### src/sv/hepe_pkg.sv
`default_nettype none
package hepe_pkg;

	localparam int MAX_DATA_BITS = 57;
	localparam int CODE_BITS     = 63;
	localparam int PAR_BITS      = 6;
	localparam int LEN_W         = 6;
	localparam int CNT_W         = 3;
	localparam int CHUNK_W       = 8;
	localparam int N_CHUNKS      = (CODE_BITS + CHUNK_W - 1) / CHUNK_W;
	localparam int PAD_W         = N_CHUNKS * CHUNK_W;

	typedef logic [MAX_DATA_BITS-1:0] data_t;
	typedef logic [CODE_BITS-1:0]     code_t;
	typedef logic [LEN_W-1:0]         len_t;
	typedef logic [CNT_W-1:0]         cnt_t;
	typedef logic [N_CHUNKS-1:0]      part_t;

	localparam len_t LEN_RESET = LEN_W'(4);

	typedef struct packed {
		len_t len;
		cnt_t r;
		len_t n;
	} len_info_t;

	// positions (counted from 1) whose index has bit i set
	function automatic code_t par_mask_f(input int i);
		code_t m;
		m = '0;
		for (int p = 1; p <= CODE_BITS; p++) begin
			m[p-1] = ((p >> i) & 1) != 0;
		end
		return m;
	endfunction

	// data bits go LSB first to positions that are not powers of two
	function automatic code_t scatter_f(input data_t d);
		code_t c;
		int    k;
		c = '0;
		k = 0;
		for (int p = 1; p <= CODE_BITS; p++) begin
			if ((p & (p - 1)) != 0) begin
				c[p-1] = d[k];
				k++;
			end
		end
		return c;
	endfunction

endpackage
`default_nettype wire

### src/sv/hepe_if.sv
`default_nettype none
interface hepe_in_if;
	import hepe_pkg::*;
	logic  valid;
	logic  ready;
	data_t data_bits;
	modport source (output valid, output data_bits, input ready);
	modport sink (input valid, input data_bits, output ready);
endinterface

interface hepe_out_if;
	import hepe_pkg::*;
	logic  valid;
	logic  ready;
	code_t codeword;
	cnt_t  parity_count;
	len_t  code_length;
	modport source (output valid, output codeword, output parity_count, output code_length,
		input ready);
	modport sink (input valid, input codeword, input parity_count, input code_length,
		output ready);
endinterface
`default_nettype wire

### src/sv/hepe_len_dec.sv
`default_nettype none
module hepe_len_dec
	import hepe_pkg::*;
(
	input  wire len_t      data_length,
	output len_info_t      info
);

	len_t len;
	cnt_t r;

	always_comb begin
		priority if (data_length == '0) begin
			len = LEN_W'(1);
		end else if (int'(data_length) > MAX_DATA_BITS) begin
			len = LEN_W'(MAX_DATA_BITS);
		end else begin
			len = data_length;
		end
	end

	// smallest r with 2^r >= len + r + 1
	always_comb begin
		r = CNT_W'(PAR_BITS);
		for (int k = PAR_BITS; k >= 1; k--) begin
			if ((1 << k) >= int'(len) + k + 1) begin
				r = CNT_W'(k);
			end
		end
	end

	assign info.len = len;
	assign info.r   = r;
	assign info.n   = len + LEN_W'(r);

endmodule
`default_nettype wire

### src/sv/hamming_even_parity_encoder_top.sv
`default_nettype none
// Hamming encoder with even parity over a configurable data length (1 to 57 bits,
// 0 reads as 1 and larger values as 57). Each data word yields one result: the
// codeword with Hamming position 1 at bit 0 and zeros above code_length, the
// parity count and the code length. Three register stages (length mask, data
// placement with partial parity sums, parity merge into the output register);
// a word may enter every cycle, and the input stalls only when all three
// stages hold words and the output is not taken. Write
// cfg_wr_data with cfg_wr_en only while no transfer is in flight; reset value
// of the length is 4.
module hamming_even_parity_encoder_top
	import hepe_pkg::*;
(
	input  wire           clk,
	input  wire           arst_n,
	input  wire           cfg_wr_en,
	input  wire len_t     cfg_wr_data,
	hepe_in_if.sink       data_ch,
	hepe_out_if.source    code_ch
);

	len_t      data_length_q;
	len_info_t info;

	logic      v_s1, v_s2, v_s3;
	logic      adv1, adv2, adv3;

	data_t     data_s1;
	cnt_t      r_s1, r_s2, r_s3;
	len_t      n_s1, n_s2, n_s3;

	code_t     code_s2, code_s3;
	part_t     part_s2 [PAR_BITS];

	code_t     scat;
	logic [PAD_W-1:0] scat_pad;
	part_t     part_c [PAR_BITS];
	code_t     merged;

	hepe_len_dec u_len_dec (
		.data_length (data_length_q),
		.info        (info)
	);

	always_ff @(posedge clk or negedge arst_n) begin
		if (!arst_n) begin
			data_length_q <= LEN_RESET;
		end else if (cfg_wr_en) begin
			data_length_q <= cfg_wr_data;
		end
	end

	assign adv3 = !v_s3 || code_ch.ready;
	assign adv2 = !v_s2 || adv3;
	assign adv1 = !v_s1 || adv2;
	assign data_ch.ready = adv1;

	always_ff @(posedge clk or negedge arst_n) begin
		if (!arst_n) begin
			v_s1 <= 1'b0;
			v_s2 <= 1'b0;
			v_s3 <= 1'b0;
		end else begin
			if (adv1) begin
				v_s1 <= data_ch.valid;
			end
			if (adv2) begin
				v_s2 <= v_s1;
			end
			if (adv3) begin
				v_s3 <= v_s2;
			end
		end
	end

	// stage 1: drop data bits beyond the length
	always_ff @(posedge clk) begin
		if (adv1 && data_ch.valid) begin
			data_s1 <= data_ch.data_bits & ~({MAX_DATA_BITS{1'b1}} << info.len);
			r_s1    <= info.r;
			n_s1    <= info.n;
		end
	end

	// stage 2: place data bits, partial parity per byte
	always_comb begin
		scat     = scatter_f(data_s1);
		scat_pad = PAD_W'(scat);
		for (int i = 0; i < PAR_BITS; i++) begin
			for (int c = 0; c < N_CHUNKS; c++) begin
				part_c[i][c] = ^(scat_pad[c*CHUNK_W +: CHUNK_W]
					& CHUNK_W'(PAD_W'(par_mask_f(i)) >> (c*CHUNK_W)));
			end
		end
	end

	always_ff @(posedge clk) begin
		if (adv2 && v_s1) begin
			code_s2 <= scat;
			part_s2 <= part_c;
			r_s2    <= r_s1;
			n_s2    <= n_s1;
		end
	end

	// stage 3: merge parity bits at power-of-two positions
	always_comb begin
		merged = code_s2;
		for (int i = 0; i < PAR_BITS; i++) begin
			merged[(1 << i) - 1] = ^part_s2[i];
		end
	end

	always_ff @(posedge clk) begin
		if (adv3 && v_s2) begin
			code_s3 <= merged;
			r_s3    <= r_s2;
			n_s3    <= n_s2;
		end
	end

	assign code_ch.valid        = v_s3;
	assign code_ch.codeword     = code_s3;
	assign code_ch.parity_count = r_s3;
	assign code_ch.code_length  = n_s3;

endmodule
`default_nettype wire

### src/flat_wrapper.sv
// flat-port wrapper written by rule: the top's interface ports become plain ports
module hamming_even_parity_encoder_top_flat import hepe_pkg::*;
  (clk, arst_n, cfg_wr_en, cfg_wr_data, data_ch_valid, data_ch_data_bits, data_ch_ready, code_ch_valid, code_ch_codeword, code_ch_parity_count, code_ch_code_length, code_ch_ready);
  hepe_in_if data_ch_i ();
  hepe_out_if code_ch_i ();
  input  wire clk;
  input  wire arst_n;
  input  wire cfg_wr_en;
  input  wire len_t cfg_wr_data;
  input wire logic [$bits(data_ch_i.valid)-1:0] data_ch_valid;
  input wire logic [$bits(data_ch_i.data_bits)-1:0] data_ch_data_bits;
  output wire logic [$bits(data_ch_i.ready)-1:0] data_ch_ready;
  output wire logic [$bits(code_ch_i.valid)-1:0] code_ch_valid;
  output wire logic [$bits(code_ch_i.codeword)-1:0] code_ch_codeword;
  output wire logic [$bits(code_ch_i.parity_count)-1:0] code_ch_parity_count;
  output wire logic [$bits(code_ch_i.code_length)-1:0] code_ch_code_length;
  input wire logic [$bits(code_ch_i.ready)-1:0] code_ch_ready;
  assign data_ch_i.valid = data_ch_valid;
  assign data_ch_i.data_bits = data_ch_data_bits;
  assign data_ch_ready = data_ch_i.ready;
  assign code_ch_valid = code_ch_i.valid;
  assign code_ch_codeword = code_ch_i.codeword;
  assign code_ch_parity_count = code_ch_i.parity_count;
  assign code_ch_code_length = code_ch_i.code_length;
  assign code_ch_i.ready = code_ch_ready;
  hamming_even_parity_encoder_top u_core (.clk(clk), .arst_n(arst_n), .cfg_wr_en(cfg_wr_en), .cfg_wr_data(cfg_wr_data), .data_ch(data_ch_i), .code_ch(code_ch_i));
endmodule
### config.mk
export PLATFORM = sky130hd
export DESIGN_NAME = hamming_even_parity_encoder_top_flat
export DESIGN_NICKNAME = d
export VERILOG_FILES = /design/src/sv/hepe_pkg.sv /design/src/sv/hepe_if.sv /design/src/sv/hepe_len_dec.sv /design/src/sv/hamming_even_parity_encoder_top.sv /design/src/flat_wrapper.sv
export SDC_FILE = /design/constraint.sdc
export NUM_CORES = 1
export LEC_CHECK = 0
export BUFFER_PORTS_ARGS = -buffer_cell sky130_fd_sc_hd__buf_2
export CORE_ASPECT_RATIO = 1.75
export CORE_MARGIN = 3
export CORE_UTILIZATION = 55
export CTS_CLUSTER_DIAMETER = 30
export CTS_CLUSTER_SIZE = 14
export DETAILED_ROUTE_END_ITERATION = 6
export PLACE_DENSITY = 0.87
export SETUP_SLACK_MARGIN = 0.05
export SLEW_MARGIN = 20
export SYNTH_ARGS = -nofsm -noshare
export SYNTH_HDL_FRONTEND = slang
export SYNTH_HIERARCHICAL = 1
export SYNTH_SLANG_ARGS = --single-unit
### constraint.sdc
create_clock -name clk -period 11 [get_ports clk]
set_input_delay 0.55 -clock clk [delete_from_list [all_inputs] [get_ports clk]]
set_output_delay 0.55 -clock clk [all_outputs]
set_load 0.05 [all_outputs]
==> out/qor.csv <==
stage,metric,value,unit
grt,grt_overflow,0,
timing,final-setup-viol-count,0,
finish,num_antenna_cells,0,
yosys,async_reset_ff_share,3.673,%
timing,hold_viol,0,
timing,tightest_slew,0.9194,ns
clock_network,cts_resized,0,
worst_setup_path,crit_type,flip-flop to flip-flop,
worst_hold_path,hold_class,input port to flip-flop,
yosys,yosys.area_share.simple,4.986,%
route,drtIter0Drc,330,
yosys,synth_ff_type,edfxtp_1,
worst_setup_path,critPathCaptureType,flip-flop,
die,die_w,107.6,microns
placed_design,dp_hpwl,14.52,mm
route,finalWirelength,20.05,mm
clock_network,cts.htree.levels,1,
pwr,combPwrFrac,20.0,%
grt,grt.met3_usage,3.374,%
pwr,clkPwrFrac,31.8,%
yosys,ys_seq_elements,245,
grt,gr-usage-met1,23.42,%
placed_design,portBuffers,141,
timing,final.setup.tns,0,ns
run_status,outcome,"complete, no violations",
finish,finalNetCount,832,
pwr,irDropWorstVdd,0.1523,mV
pwr,seqPwrFrac,48.1,%
worst_setup_path,worst-path-max-fanout,25,
worst_setup_path,critical_path_arrival,4.57,ns
route,dr.pass1.iters,5,
grt,antenna_found_initial,0,
route,postRouteAntennaNets,0,
clock_network,tritoncts,yes,
finish,area_growth,17.46,%
placed_design,gp_congestion,0.9434,
yosys,synth_top_family_by_area,XOR/XNOR gates,
finish,drive_gt1_share,26.92,%
timing,fin_worst_skew,0.02604,ns
pwr,intPower,1862,uW
pwr,sw_frac_of_total,28.96,%
clock_network,clk_path_buf_depth,3,
grt,grt_pass1_wl,30.48,mm
clock_network,cts_inserted_buffers,27,
yosys,synth-xor-area-share,10.64,%
yosys,synth_cell_types,59,
placed_design,dpl.cell_count,954,
worst_setup_path,crit_required,11.24,ns
grt,grt_pass1_vias,5675,
yosys,synth_fa_ha_area_share,1.460,%
worst_setup_path,critPathLaunchType,flip-flop,
clock_network,clk_pin_slew,0.06,ns
yosys,syn-cell-area,9938,sq um
die,die_y,183.8,microns
finish,stdcell_count,1000,
clock_network,cts-root-buf,clkbuf_16,
pwr,powerDensity,224.6,nW/um^2
die,rows,64,
yosys,synth_compound_area_share,6.396,%
die,ios,142,
run,cap_violations,0,
grt,grt_use_total,20.29,%
timing,max_freq,230.5,MHz
pwr,power.net_switching,759.2,uW
clock_network,clock_latency,0.52,ns
timing,relSlewSlack,38.70,%
timing,rsz0062_at_grt,no,
timing,drv_slew,0,
grt,grt_max_degree,76,
yosys,synth_nets,683,
route,drc,0,
timing,finalCritPeriodShare,39.43,%
yosys,muxShareOfSynthArea,0.6798,%
grt,busiest_layer,met2,
yosys,ys_seq_area_share,73.59,%
yosys,synth_edf_count,236,
yosys,yosys_warnings,6,
die,core-area,17620,sq um
grt,grtUsageMet2,36.84,%
route,viasPerCell,5.397,
clock_network,clkSinkCount,245,
die,start_util,56.41,%
route,vias,5397,
pwr,power_leakage,0.004409,uW
yosys,postSynthAreaPerCell,16.45,sq um
timing,period_needed,4.338,ns
finish,fillers,1239,
route,routedWlPerCell,20.05,microns
clock_network,post_cts_buffers,0,
die,die-area,19780,sq um
yosys,postSynthCellCount,604,
## sequential cells by signal, summed over array words and instances, names as in the netlist
register / flops
u_core/code_ch.codeword: 63
u_core/data_s1: 57
u_core/data_length_q: 6
u_core/r_s1: 3
u_core/code_ch.code_length: 6
u_core/code_ch.valid: 1
u_core/r_s2: 3
u_core/code_ch.parity_count: 3
u_core/part_s2: 32
u_core/n_s2: 6
u_core/n_s1: 6
u_core/v_s1: 1
u_core/v_s2: 1
u_core/code_s2: 57
## area by class of cell
type	instances	area, sq um	area share, %
sequential	245	7313	62.65
clock buffer	30	686.9	5.884
clock inverter	15	153.9	1.318
inverter	13	48.80	0.4180
timing repair buffer	148	760.7	6.517
multi-input combinational	318	2421	20.74
tap	231	289.0	2.476
## through the flow
step | setup slack [ns] | util, % | power, uW | cell area [sq um] | hold WS [ns]
2_1_floorplan | 2.387 | - | 1683 | 9938 | 0.2544
3_3_place_gp | 6.808 | 61.43 | 1790 | 10820 | 0.4043
3_5_place_dp | 6.711 | 61.43 | 1809 | 10820 | 0.4054
4_1_cts | 6.686 | 66.26 | 2644 | 11670 | 0.2228
5_1_grt | 6.223 | 66.26 | 2719 | 11670 | 0.2441
6_report | 6.662 | 66.26 | 2622 | 11670 | 0.2403
## layer usage
metal	wire length (microns)	vias up
li1	-	2523
met1	7109	2607
met2	10850	223
met3	1327	44
met4	765	0
met5	0	-
## placed cells by master (no fill, tap or decap), drive strengths merged, types with 2 or more instances in the layout
cell type,Yosys,routed
a211oi,3,3
a21boi,8,8
a21o,2,2
a21oi,25,25
a31o,2,2
a31oi,5,5
and2,5,5
and3,8,8
buf,15,147
clkbuf,13,30
clkinv,0,6
clkinvlp,0,3
dfrtp,8,8
edfxtp,236,236
ha,10,10
inv,13,18
mux2,6,6
nand2,21,21
nand2b,3,3
nand3,4,4
nand3b,2,2
nand4,2,2
nor2,24,24
nor2b,14,14
nor3,6,6
o211a,8,8
o211ai,4,4
o21a,7,7
o21ai,5,5
o22ai,3,3
o31a,7,7
or2,2,2
or3,2,2
or4,2,2
xnor2,85,85
xnor3,2,2
xor2,27,27
## worst paths after layout
kind	slack [ns]	from	cells past startpoint	to
worst max-delay path	6.66	u_core/data_length_q[4]	15	u_core/n_s1[5]
worst min-delay path	0.24	data_ch_valid	2	u_core/v_s1
worst max register to register	6.66	u_core/data_length_q[4]	15	u_core/n_s1[5]
worst min register to register	0.42	u_core/n_s1[5]	0	u_core/n_s2[5]
max in group asynchronous	10.32	arst_n	2	u_core/data_length_q[2]
min in group asynchronous	0.42	arst_n	2	u_core/v_s2
## Yosys cell counts, types with 9 or more instances
cell | count | share of area [%]
a21oi_1 | 25 | 1.3
clkbuf_1 | 9 | 0.34
edfxtp_1 | 236 | 71
ha_1 | 10 | 1.3
inv_1 | 13 | 0.49
nand2_1 | 21 | 0.79
nor2_1 | 24 | 0.91
nor2b_1 | 14 | 0.88
xnor2_1 | 84 | 7.4
xor2_1 | 27 | 2.4
## worst max-delay path, cell delays in order (launching register included)
cell      delay (ns)
dfrtp_1         0.38
nand3_1         0.26
and2_1          0.76
inv_1           0.21
ha_1            0.27
and2_1          0.16
a21oi_1         0.19
o21ai_0         0.11
a221oi_1        0.31
o21bai_1        0.10
a31oi_1         0.37
ha_1            0.31
a21o_1          0.15
a21oi_1         0.24
nor2_1          0.08
xor2_1          0.14
## cell families (layout without fill, tap and decap cells)
logic type | count (synthesis) | in the layout
flops | 245 | 245
compound gates | 89 | 89
fa+ha+maj | 11 | 11
xor+xnor | 115 | 115
simple gates | 97 | 97
buf+inv | 41 | 206
mux | 6 | 6
## power by group through the flow
stage	clock network, uW	logic, uW	registers, uW
3_3_place_gp	0	516	1270
4_1_cts	850	531	1260
2_1_floorplan	0	273	1410
6_report	834	525	1260
5_1_grt	885	560	1270
3_5_place_dp	0	528	1280
## timing repair
item	CTS	global route
setup endpoints to repair	0	0
endpoints found under the hold margin	8	0
hold buffers	1	0
(Power assumes the default switching activity.)
